<file path="src/cbfm_pkg.sv">
// Shared types and constants of the clock buffer frame manager.
// No dependencies; used by scoped names in the top level, the sequencer and the checker.
package cbfm_pkg;

   localparam int FRAMES_DEF = 8;
   localparam int PAGE_BITS  = 16;
   localparam int FIELD_BITS = 3;
   localparam int PIN_BITS   = 8;
   localparam logic [PIN_BITS-1:0] PIN_MAX = '1;

   typedef enum logic [1:0] {
      ACT_LOOKUP = 2'd0,
      ACT_PIN    = 2'd1,
      ACT_UNPIN  = 2'd2,
      ACT_DIRTY  = 2'd3
   } action_type;

   typedef struct packed {
      action_type              action;
      logic [PAGE_BITS-1:0]    page_id;
      logic [FIELD_BITS-1:0]   frame_sel;
   } req_type;

   typedef struct packed {
      logic [FIELD_BITS-1:0]   frame;
      logic                    hit;
      logic                    writeback;
      logic [PAGE_BITS-1:0]    writeback_page;
      logic [PAGE_BITS-1:0]    assigned_page;
      logic                    forced;
   } rsp_type;

   typedef struct packed {
      logic [PIN_BITS-1:0]     pins;
      logic                    referenced;
      logic                    dirty;
   } meta_type;

endpackage

</file>
<file path="src/clock_buffer_frame_manager.sv">
// Top level of the clock buffer frame manager: sequencer, two memories, result register.
// Depends on cbfm_pkg, cbfm_ram and cbfm_seq.
//
// Usage: an item on the req_ channel asks for a lookup, a pin, an unpin or a
// mark-dirty action; each item yields exactly one item on the rsp_ channel.
// Both channels use valid and ready; one item is worked on at a time.
// Page ids sit in one memory and pin count, reference and dirty flags in a
// second; both have one read and one write port, one frame per cycle.
// A lookup searches the frames in order from frame 0; a miss then sweeps the
// clock hand, which visits at most 2 * FRAMES + 1 frames, and a pin of a fresh
// page skips the search. The sweep of the clock hand over the metadata memory
// sets the worst case.
// The next item is taken in the cycle in which the result of its predecessor
// first shows.
// Reset empties all frames, parks the hand at frame 0 and restarts the page
// counter at 0; no clearing pass is needed. A result waits in an output
// register while rsp_ready is low; the next item is taken meanwhile and its
// result is held until the register frees.
module clock_buffer_frame_manager #(
   parameter int FRAMES = cbfm_pkg::FRAMES_DEF
) (
   input  logic              clock,
   input  logic              reset,
   input  logic              req_valid,
   output logic              req_ready,
   input  cbfm_pkg::req_type req_data,
   output logic              rsp_valid,
   input  logic              rsp_ready,
   output cbfm_pkg::rsp_type rsp_data
);

   localparam int IDX_BITS = $clog2(FRAMES);

   logic                           done_valid;
   logic                           done_take;
   cbfm_pkg::rsp_type              done_data;
   logic [IDX_BITS-1:0]            ram_raddr;
   logic [IDX_BITS-1:0]            ram_waddr;
   logic                           page_we;
   logic [cbfm_pkg::PAGE_BITS-1:0] page_wdata;
   logic [cbfm_pkg::PAGE_BITS-1:0] page_rdata;
   logic                           meta_we;
   cbfm_pkg::meta_type             meta_wdata;
   cbfm_pkg::meta_type             meta_rdata;

   logic                           rsp_valid_ff, rsp_valid_in;
   cbfm_pkg::rsp_type              rsp_data_ff, rsp_data_in;

   cbfm_seq #(
      .FRAMES (FRAMES)
   ) u_seq (
      .clock      (clock),
      .reset      (reset),
      .req_valid  (req_valid),
      .req_ready  (req_ready),
      .req_data   (req_data),
      .done_valid (done_valid),
      .done_take  (done_take),
      .done_data  (done_data),
      .ram_raddr  (ram_raddr),
      .ram_waddr  (ram_waddr),
      .page_we    (page_we),
      .page_wdata (page_wdata),
      .page_rdata (page_rdata),
      .meta_we    (meta_we),
      .meta_wdata (meta_wdata),
      .meta_rdata (meta_rdata)
   );

   cbfm_ram #(
      .DEPTH (FRAMES),
      .WIDTH (cbfm_pkg::PAGE_BITS)
   ) u_page_ram (
      .clock (clock),
      .we    (page_we),
      .waddr (ram_waddr),
      .wdata (page_wdata),
      .raddr (ram_raddr),
      .rdata (page_rdata)
   );

   cbfm_ram #(
      .DEPTH (FRAMES),
      .WIDTH ($bits(cbfm_pkg::meta_type))
   ) u_meta_ram (
      .clock (clock),
      .we    (meta_we),
      .waddr (ram_waddr),
      .wdata (meta_wdata),
      .raddr (ram_raddr),
      .rdata (meta_rdata)
   );

   assign done_take = done_valid && (!rsp_valid_ff || rsp_ready);

   always_comb begin
      rsp_valid_in = rsp_valid_ff && !rsp_ready;
      rsp_data_in  = rsp_data_ff;
      if (done_take) begin
         rsp_valid_in = 1'b1;
         rsp_data_in  = done_data;
      end
   end

   always_ff @(posedge clock) begin
      if (reset) begin
         rsp_valid_ff <= 1'b0;
      end else begin
         rsp_valid_ff <= rsp_valid_in;
      end
   end

   always_ff @(posedge clock) begin
      rsp_data_ff <= rsp_data_in;
   end

   assign rsp_valid = rsp_valid_ff;
   assign rsp_data  = rsp_data_ff;

endmodule

</file>
<file path="src/cbfm_ram.sv">
// Synchronous single-port-write, single-port-read memory with registered read data.
// No dependencies; holds page ids and per-frame metadata of the frame manager.
module cbfm_ram #(
   parameter int DEPTH = 8,
   parameter int WIDTH = 16
) (
   input  logic                     clock,
   input  logic                     we,
   input  logic [$clog2(DEPTH)-1:0] waddr,
   input  logic [WIDTH-1:0]         wdata,
   input  logic [$clog2(DEPTH)-1:0] raddr,
   output logic [WIDTH-1:0]         rdata
);

   logic [WIDTH-1:0] mem_ff [DEPTH];
   logic [WIDTH-1:0] rdata_ff;

   always_ff @(posedge clock) begin
      if (we) begin
         mem_ff[waddr] <= wdata;
      end
      rdata_ff <= mem_ff[raddr];
   end

   assign rdata = rdata_ff;

endmodule

</file>
<file path="src/cbfm_seq.sv">
// Sequencer of the frame manager: page search, clock sweep and frame updates.
// Depends on cbfm_pkg; drives the page and metadata memories held in cbfm_ram.
module cbfm_seq #(
   parameter int FRAMES = cbfm_pkg::FRAMES_DEF
) (
   input  logic                                clock,
   input  logic                                reset,
   input  logic                                req_valid,
   output logic                                req_ready,
   input  cbfm_pkg::req_type                   req_data,
   output logic                                done_valid,
   input  logic                                done_take,
   output cbfm_pkg::rsp_type                   done_data,
   output logic [$clog2(FRAMES)-1:0]           ram_raddr,
   output logic [$clog2(FRAMES)-1:0]           ram_waddr,
   output logic                                page_we,
   output logic [cbfm_pkg::PAGE_BITS-1:0]      page_wdata,
   input  logic [cbfm_pkg::PAGE_BITS-1:0]      page_rdata,
   output logic                                meta_we,
   output cbfm_pkg::meta_type                  meta_wdata,
   input  cbfm_pkg::meta_type                  meta_rdata
);

   localparam int IDX_BITS  = $clog2(FRAMES);
   localparam int STEP_BITS = $clog2(2 * FRAMES + 1);
   localparam logic [IDX_BITS-1:0]  LAST_IDX  = IDX_BITS'(FRAMES - 1);
   localparam logic [STEP_BITS-1:0] SWEEP_END = STEP_BITS'(2 * FRAMES);

   typedef enum logic [4:0] {
      ST_IDLE   = 5'b00001,
      ST_SEARCH = 5'b00010,
      ST_SWEEP  = 5'b00100,
      ST_ACCESS = 5'b01000,
      ST_DONE   = 5'b10000
   } state_type;

   state_type                      state_ff, state_in;
   cbfm_pkg::req_type              item_ff, item_in;
   logic [IDX_BITS-1:0]            ptr_ff, ptr_in;
   logic [STEP_BITS-1:0]           step_ff, step_in;
   logic [IDX_BITS-1:0]            hand_ff, hand_in;
   logic [cbfm_pkg::PAGE_BITS-1:0] next_page_ff, next_page_in;
   logic [cbfm_pkg::PAGE_BITS-1:0] load_page_ff, load_page_in;
   logic [FRAMES-1:0]              valid_ff, valid_in;
   cbfm_pkg::rsp_type              res_ff, res_in;

   cbfm_pkg::meta_type             cur_meta;
   logic [IDX_BITS-1:0]            next_ptr;
   logic                           is_pin;
   logic                           page_match;
   logic                           forced_now;
   logic                           take_now;
   logic                           wb_now;

   // Frames that were never loaded read as all-zero metadata.
   assign cur_meta   = valid_ff[ptr_ff] ? meta_rdata : '0;
   assign next_ptr   = (ptr_ff == LAST_IDX) ? '0 : ptr_ff + 1'b1;
   assign is_pin     = (item_ff.action == cbfm_pkg::ACT_PIN);
   assign page_match = valid_ff[ptr_ff] && (page_rdata == item_ff.page_id);
   assign forced_now = (step_ff == SWEEP_END);
   assign take_now   = forced_now || ((cur_meta.pins == '0) && !cur_meta.referenced);
   assign wb_now     = valid_ff[ptr_ff] && cur_meta.dirty;

   assign req_ready  = (state_ff == ST_IDLE);
   assign done_valid = (state_ff == ST_DONE);
   assign done_data  = res_ff;
   assign ram_waddr  = ptr_ff;

   always_comb begin
      state_in     = state_ff;
      item_in      = item_ff;
      ptr_in       = ptr_ff;
      step_in      = step_ff;
      hand_in      = hand_ff;
      next_page_in = next_page_ff;
      load_page_in = load_page_ff;
      valid_in     = valid_ff;
      res_in       = res_ff;
      ram_raddr    = '0;
      page_we      = 1'b0;
      page_wdata   = load_page_ff;
      meta_we      = 1'b0;
      meta_wdata   = cur_meta;
      unique case (state_ff)
         ST_IDLE: begin
            if (req_valid) begin
               item_in = req_data;
               unique case (req_data.action)
                  cbfm_pkg::ACT_LOOKUP, cbfm_pkg::ACT_PIN: begin
                     if ((req_data.action == cbfm_pkg::ACT_PIN)
                         && (req_data.page_id >= next_page_ff)) begin
                        load_page_in = next_page_ff;
                        next_page_in = next_page_ff + 1'b1;
                        ram_raddr    = hand_ff;
                        ptr_in       = hand_ff;
                        step_in      = '0;
                        state_in     = ST_SWEEP;
                     end else begin
                        load_page_in = req_data.page_id;
                        ram_raddr    = '0;
                        ptr_in       = '0;
                        state_in     = ST_SEARCH;
                     end
                  end
                  cbfm_pkg::ACT_UNPIN, cbfm_pkg::ACT_DIRTY: begin
                     if (32'(req_data.frame_sel) >= FRAMES) begin
                        res_in       = '0;
                        res_in.frame = req_data.frame_sel;
                        state_in     = ST_DONE;
                     end else begin
                        ram_raddr = req_data.frame_sel[IDX_BITS-1:0];
                        ptr_in    = req_data.frame_sel[IDX_BITS-1:0];
                        state_in  = ST_ACCESS;
                     end
                  end
               endcase
            end
         end
         ST_SEARCH: begin
            if (page_match) begin
               meta_we               = 1'b1;
               meta_wdata.referenced = 1'b1;
               if (is_pin && (cur_meta.pins != cbfm_pkg::PIN_MAX)) begin
                  meta_wdata.pins = cur_meta.pins + 1'b1;
               end
               res_in               = '0;
               res_in.frame         = cbfm_pkg::FIELD_BITS'(ptr_ff);
               res_in.hit           = 1'b1;
               res_in.assigned_page = item_ff.page_id;
               state_in             = ST_DONE;
            end else if (ptr_ff == LAST_IDX) begin
               ram_raddr = hand_ff;
               ptr_in    = hand_ff;
               step_in   = '0;
               state_in  = ST_SWEEP;
            end else begin
               ram_raddr = ptr_ff + 1'b1;
               ptr_in    = ptr_ff + 1'b1;
            end
         end
         ST_SWEEP: begin
            if (take_now) begin
               page_we                = 1'b1;
               meta_we                = 1'b1;
               meta_wdata.pins        = is_pin ? cbfm_pkg::PIN_BITS'(1) : '0;
               meta_wdata.referenced  = 1'b1;
               meta_wdata.dirty       = 1'b0;
               valid_in[ptr_ff]       = 1'b1;
               hand_in                = ptr_ff;
               res_in                 = '0;
               res_in.frame           = cbfm_pkg::FIELD_BITS'(ptr_ff);
               res_in.writeback       = wb_now;
               res_in.writeback_page  = wb_now ? page_rdata : '0;
               res_in.assigned_page   = load_page_ff;
               res_in.forced          = forced_now;
               state_in               = ST_DONE;
            end else begin
               if (cur_meta.pins == '0) begin
                  meta_we               = 1'b1;
                  meta_wdata.referenced = 1'b0;
               end
               ram_raddr = next_ptr;
               ptr_in    = next_ptr;
               step_in   = step_ff + 1'b1;
            end
         end
         ST_ACCESS: begin
            meta_we = 1'b1;
            if (item_ff.action == cbfm_pkg::ACT_UNPIN) begin
               if (cur_meta.pins != '0) begin
                  meta_wdata.pins = cur_meta.pins - 1'b1;
               end
            end else if (valid_ff[ptr_ff]) begin
               meta_wdata.dirty = 1'b1;
            end
            res_in               = '0;
            res_in.frame         = item_ff.frame_sel;
            res_in.assigned_page = valid_ff[ptr_ff] ? page_rdata : '0;
            state_in             = ST_DONE;
         end
         ST_DONE: begin
            if (done_take) begin
               state_in = ST_IDLE;
            end
         end
         default: begin
            state_in = ST_IDLE;
         end
      endcase
   end

   always_ff @(posedge clock) begin
      if (reset) begin
         state_ff     <= ST_IDLE;
         hand_ff      <= '0;
         next_page_ff <= '0;
         valid_ff     <= '0;
      end else begin
         state_ff     <= state_in;
         hand_ff      <= hand_in;
         next_page_ff <= next_page_in;
         valid_ff     <= valid_in;
      end
   end

   always_ff @(posedge clock) begin
      item_ff      <= item_in;
      ptr_ff       <= ptr_in;
      step_ff      <= step_in;
      load_page_ff <= load_page_in;
      res_ff       <= res_in;
   end

endmodule

</file>
<file path="config.mk">
export PLATFORM = sky130hd
export DESIGN_NAME = clock_buffer_frame_manager
export DESIGN_NICKNAME = d
export VERILOG_FILES = /design/src/cbfm_pkg.sv /design/src/clock_buffer_frame_manager.sv /design/src/cbfm_ram.sv /design/src/cbfm_seq.sv
export SDC_FILE = /design/constraint.sdc
export NUM_CORES = 1
export LEC_CHECK = 0
export BUFFER_PORTS_ARGS = -buffer_cell sky130_fd_sc_hd__buf_2
export CELL_PAD_IN_SITES_DETAIL_PLACEMENT = 0
export CELL_PAD_IN_SITES_GLOBAL_PLACEMENT = 1
export CORE_ASPECT_RATIO = 0.6
export CORE_MARGIN = 2
export CORE_UTILIZATION = 40
export DETAILED_ROUTE_END_ITERATION = 8
export GPL_TIMING_DRIVEN = 0
export MAX_ROUTING_LAYER = met4
export PLACE_DENSITY = 0.67
export SLEW_MARGIN = 20
export SYNTH_ARGS = -nofsm -noshare
export SYNTH_HDL_FRONTEND = slang
export SYNTH_SLANG_ARGS = --single-unit
</file>
<file path="constraint.sdc">
create_clock -name clock -period 6.2 [get_ports clock]
set_input_delay 0.62 -clock clock [delete_from_list [all_inputs] [get_ports clock]]
set_output_delay 0.62 -clock clock [all_outputs]
set_load 0.005 [all_outputs]
</file>
# Yosys cells after proc, flatten, opt, wreduce, memory -nomap -nowiden
# Memory sizes are Yosys's and may differ from the RTL's. A register that Yosys moved wholly into a read port is not among the register bits.
# Cells that the tools add are included.
# W data, S select, Z words.
# totals
output_inout_bits	40
elab_cells	149
mem_bits_rw	208
n_memories	2
reg_bits	154
input_bits	25
# op_classes
bitwise_logic	1
n_eq_ne	24
addsub	5
n_lt_le_gt_ge	3
n_mux	63
n_reduce_logical	28
# mem_list
memory	depth	width	rd	rd_clocked_by_memory_dff	wr	line	text
u_page_ram.mem_ff	8	16	1	1	1	cbfm_ram.sv:15	logic [WIDTH-1:0] mem_ff [DEPTH];
u_meta_ram.mem_ff	8	10	1	1	1	cbfm_ram.sv:15	
# op_table
cell	n
$pmux W38 S3	1
$mux W38	2
$mux W5	11
$mux W16	3
$mux W8	4
$mux W3	10
$pmux W5 S5	1
$pmux W8 S3	1
$mux W1	18
$pmux W3 S3	2
$add A16 B1 Y16 const B	1
$eq A16 B16 Y1	1
$ge A16 B16 Y1	1
$pmux W5 S3	1
$ne A2 B1 Y1 const B	6
$reduce_and A4 Y1	3
$eq A5 B5 Y1 const B	2
$mux W10	1
$pmux W5 S2	1
$mux W9	1
$add A8 B1 Y8 const B	1
$logic_and A1 B1 Y1	8
$logic_not A8 Y1	1
$ne A8 B8 Y1 const B	1
other kinds (29)	42

# Logic depth before layout (Yosys ltp)
# depth
ltp_word	10
depth_mapped	16
mapped_depth_nobuf	13

# Modules after synthesis
# From an unflattened synthesis, not the netlist that was laid out.
# unflattened
hier_cells	1008
area_unflattened_um2	16020.4
# by_module_without_submodules
mod	cells_per_inst	area_per_inst_um2	seq_area_each_um2	n_inst
cbfm_seq	613	6197.2	3133.0	1
cbfm_ram at u_page_ram	214	5293.8	4164.0	1
cbfm_ram at u_meta_ram	138	3333.2	2602.5	1
clock_buffer_frame_manager	43	1196.1	1161.1	1

# Least setup slack after synthesis
# OpenSTA, ideal clock, no wires.
# synth_timing
path_kind	register -> register
start	register u_seq.ptr_ff[2], in the netlist u_seq.ram_waddr[2]
end	register u_seq.res_ff (netlist bit u_seq.done_data[0]) (enable)
setup_time_ps	435
stages_incl_launch_ff	12
arrival_time_ps	3945
setup_slack_ps	1820
t_required_ps	5765
path_buffers	3
cell_sequence	edfxtp_1 > clkbuf_1 > o32a_1 > nand3_1 > clkbuf_1 > nand2_1 > ha_1 > nand4_1 > and2_1 > buf_2 > nand2b_1 > nor2_1
# synth_via
elab_chain_cells	8
elab_cells_between_ends	11
cone_classes	eq/ne: 2; mux: 3; reduce/logical: 6
# synth_lines
item	line	text
start: declaration	cbfm_seq.sv:39	logic [IDX_BITS-1:0] ptr_ff, ptr_in;
start signal: assignment	cbfm_seq.sv:208	ptr_ff <= ptr_in;
$bmux W1 S3 (*)	cbfm_seq.sv:56, cbfm_seq.sv:59	
$mux W1 (implied by the code) (*)	cbfm_seq.sv:56, cbfm_seq.sv:59	
$mux W10	cbfm_seq.sv:56	assign cur_meta = valid_ff[ptr_ff] ? meta_rdata : '0;
$logic_not A8 Y1 or $logic_not A1 Y1 (tied branches)	cbfm_seq.sv:61	assign take_now = forced_now || ((cur_meta.pins == '0) && !cur_meta.referenced);
$logic_and A1 B1 Y1	cbfm_seq.sv:61	
$logic_or A1 B1 Y1	cbfm_seq.sv:61	
$ne A2 B1 Y1 (no line)	--	
$reduce_and A3 Y1 (no line) (*)	--	
end signal: assignment	cbfm_seq.sv:211	res_ff <= res_in;
end: declaration	cbfm_seq.sv:45	cbfm_pkg::rsp_type res_ff, res_in;
# Every way passes the cells marked *; elsewhere a longest branch is shown, timed or not. The select of a mux whose other input is x is not followed.
# A chain may end at the register's enable or synchronous reset.

# Final worst setup path
# layout_timing
start	register u_seq.ptr_ff[1], in the netlist u_seq.ram_waddr[1]
end	register u_meta_ram.rdata_ff[4], in the netlist u_meta_ram.rdata[4], read port of u_meta_ram.mem_ff
# layout_via
elab_chain_cells	8
elab_cells_between_ends	15
cone_classes	add/sub: 1; eq/ne: 1; mux: 8; reduce/logical: 5
# layout_lines
item	line	text
$bmux W1 S3	cbfm_seq.sv:56, cbfm_seq.sv:59	
$mux W1 (implied by the code)	cbfm_seq.sv:56, cbfm_seq.sv:59	
$mux W10	cbfm_seq.sv:56	
$logic_not A8 Y1 or $logic_not A1 Y1 (tied branches)	cbfm_seq.sv:61	
$logic_and A1 B1 Y1	cbfm_seq.sv:61	
$logic_or A1 B1 Y1	cbfm_seq.sv:61	
$mux W3	cbfm_seq.sv:142	if (take_now) begin
$pmux W3 S3 (*)	cbfm_seq.sv:84	unique case (state_ff)
end: declaration	cbfm_ram.sv:16	logic [WIDTH-1:0] rdata_ff;
# Marks and branches as above.

==> reports/results.tsv <==
metric	value	unit
outcome	finished, final reports clean	
Post-synth ARST share	0	
Worst-Skew Late Latency	0.54	ns
top cell type's share of synthesized area	0.618	
Pins Over Slew Limit	0	
max incr delay on CP	0.72	ns
Syn Inst Count	1161	
first-pass GRT wire length	66.5	mm
vias in the first global route	9982	
clock sinks	388	
Post-Route WL	44.8	mm
Top FF cell, synth	edfxtp_1	
Final Total Pwr	7.26	mW
final setup fails	0	
Final Util	0.469	
Setup CP Type	flop to flop	
WL met2	17.6	mm
syn nets	1210	
post-DP HPWL	31.7	mm
fin crit period	5.36	ns
worst hold slack	0.285	ns
mapped cell area	16000	um2
metal3 WL	3.64	mm
static leakage	6.27	nW
count leader, synth	edfxtp_1	
Seq cells post-synth	388	
reg2reg path depth	13	
Final WS setup	0.839	ns
max-cap violation count	0	
fraction of layout cells with a size suffix above 1	0.162	
fin area	18400	um2
initial core utilization	0.408	
Root Driver	clkbuf_16	
Syn Area/Cell	13.8	um2
IO Pins	65	
VDD IR-drop max	255	uV
CTS tree	yes	
Yosys cell types	68	
P&R area growth vs syn	15.1	%
largest net degree at the start of global routing	28	
Worst Tran Pin Value	1.13	ns
sequential area share after synthesis	0.692	
initial antenna violation count	0	
DIE WIDTH	262	um
RSZ-0062 raised after global routing	false	
drt drc	0	
Total GRT Usage	0.223	
Die Footprint	41600	um2
Post-DP Area	17200	um2
crit path launch	u_seq.ram_waddr[1]	
top sig layer	met4	
GPL Wtd Cong	0.868	
placed cells	1763	
startpoint types	flop	
fin cells	1827	
Num CTS Buffers	35	
r2r endpoint	u_meta_ram.rdata[4]	
grt ovf	0	
routed wire length per instance	24.5	um
period utilization	0.865	
# port buffers	64	
Final Hold Viols	0	
initial DRC count	1302	
Hold Path Class	input pin to flop	
Crit-path slowest cell	clkbuf_1	
dominant cell type by area after synthesis	edfxtp_1	
worst path required time	6.57	ns
EDFF count, synth	329	
CTS Hold Bufs	0	
Synth area leaders	edfxtp_1, dfxtp_1, a211oi_1, and3_1, ha_1	
Worst-path clk slew	0.07	ns
# resized after CTS	0	
DRT Pass-1 Iters	6	
Routed Antenna Nets	0	
diodes inserted	0	
Post-synth top cells	edfxtp_1, and3_1, a211oi_1	
R2R Path Start	u_seq.ram_waddr[1]	
crit-path cells	clkbuf_1 -> nand4_1 -> nand3_1 -> clkbuf_1 -> nand2_1 -> ha_1 -> a211oi_1 -> a31o_2 -> a211oi_1 -> nand2_1 -> clkbuf_1 -> a211oi_1 -> nor4_1	
pwr/cell area	394	nW/um2
core area	39200	um2
Worst R2R Setup Slack	0.84	ns
fmax	0.187	GHz
Arr. time, crit path	5.73	ns
Place WS	0.840	ns
routed vias/inst	5.80	
Rows	56	
post-CTS setup buffer count	0	
Via Count	10600	
Die Ht	159	um
fin nets	1327	
end point of the critical path	u_meta_ram.rdata[4]	
H-tree levels	2	
Crit. End Element	flop	
worst hold path stage count	1	
Yosys Warn Count	0	
max_slew headroom	0.242	
maximum root-to-sink buffer count	3	
wl on met1	23.0	mm
Setup TNS	0	ns
clk_skew	0.0226	ns
CP max FO	10	
==> worst max-delay path: cells and delay by family, from the launching register on <==
| family | cells | cell delay [ns] |
|---|---|---|
| compound gates | 4 | 0.81 |
| fa+ha+maj | 1 | 0.31 |
| buf+inv | 3 | 1.63 |
| flops | 1 | 0.45 |
| simple gates | 5 | 1.98 |
==> state kept, by name, summed over array words and instances (netlist names) <==
signal,flops
rsp_valid,1
u_seq.page_wdata,16
u_seq.ram_waddr,3
u_seq.next_page_ff,16
u_page_ram.rdata,16
u_meta_ram.mem_ff,80
u_seq.hand_ff,3
u_page_ram.mem_ff,128
u_seq.state_ff,5
rsp_data,38
u_seq.done_data,38
u_seq.step_ff,5
u_seq.item_ff,21
u_meta_ram.rdata,10
u_seq.valid_ff,8
==> cell usage in the layout (no fill, tap or decap), drive strengths merged, types with 4 or more instances in the layout <==
cell type  synthesis  layout
a31oi              6       6
nor4              34      34
ha                24      24
a222oi            16      16
a211oi           109     109
and3             111     111
clkinv             0       9
inv               42      42
nor3              19      19
and2              24      24
edfxtp           329     329
nand2b             8       8
dfxtp             59      59
nor2              56      56
bufinv             0       4
nand3             17      17
nand2             48      48
o21ai             22      22
buf               26     106
or3               10      10
mux2              16      16
clkbuf            44      92
xnor2             27      27
nand4             14      14
a21oi             29      29
o21ba              5       5
nor2b              7       7
nand3b             4       4
nor3b              4       4
==> power by group <==
group | total (mW) | leakage, nW | internal [mW] | switching [mW]
Combinational | 1.51 | 2.20 | 0.477 | 1.04
Clock | 2.29 | 0.579 | 1.31 | 0.986
Sequential | 3.46 | 3.49 | 3.22 | 0.238
Total | 7.26 | 6.27 | 5.00 | 2.26
==> how the worst min path moves through the flow <==
stage | start | endpoint
final | req_data[3] | u_seq.item_ff[3]
after global routing | req_data[3] | u_seq.item_ff[3]
after CTS | req_data[3] | u_seq.item_ff[3]
after detailed placement | u_seq.done_data[33] | rsp_data[33]
after global placement | u_seq.done_data[29] | rsp_data[29]
after floorplan | u_seq.done_data[0] | rsp_data[0]
==> final cells by class <==
| cell class | instances | area, um2 |
|---|---|---|
| fillers | 3495 | 20800 |
| flip-flops and latches | 388 | 11100 |
| multi-input cells | 661 | 4540 |
| clock buffers | 48 | 996 |
| well taps | 522 | 653 |
| repair buffers | 80 | 477 |
| plain buffers | 70 | 318 |
| clock inverters | 16 | 204 |
| inverters | 42 | 158 |
==> logic make-up (layout without fill, tap and decap cells) <==
family | count (synthesis) | after routing | synth area share
AO/OA/AOI/OAI | 222 | 222 | 0.103
buffers and inverters | 112 | 256 | 0.0297
adder cells (fa/ha/maj) | 24 | 24 | 0.0188
flip-flops | 388 | 388 | 0.692
multiplexers | 19 | 19 | 0.0131
XOR/XNOR | 30 | 30 | 0.0164
AND/OR/NAND/NOR | 366 | 366 | 0.127
==> layer usage <==
layer  vias up  GRT usage
met3        58     0.0423
met1      5362      0.368
met5         -          -
met2       423      0.281
met4         0     0.0362
li1       4762          -
(Power assumes the default switching activity.)
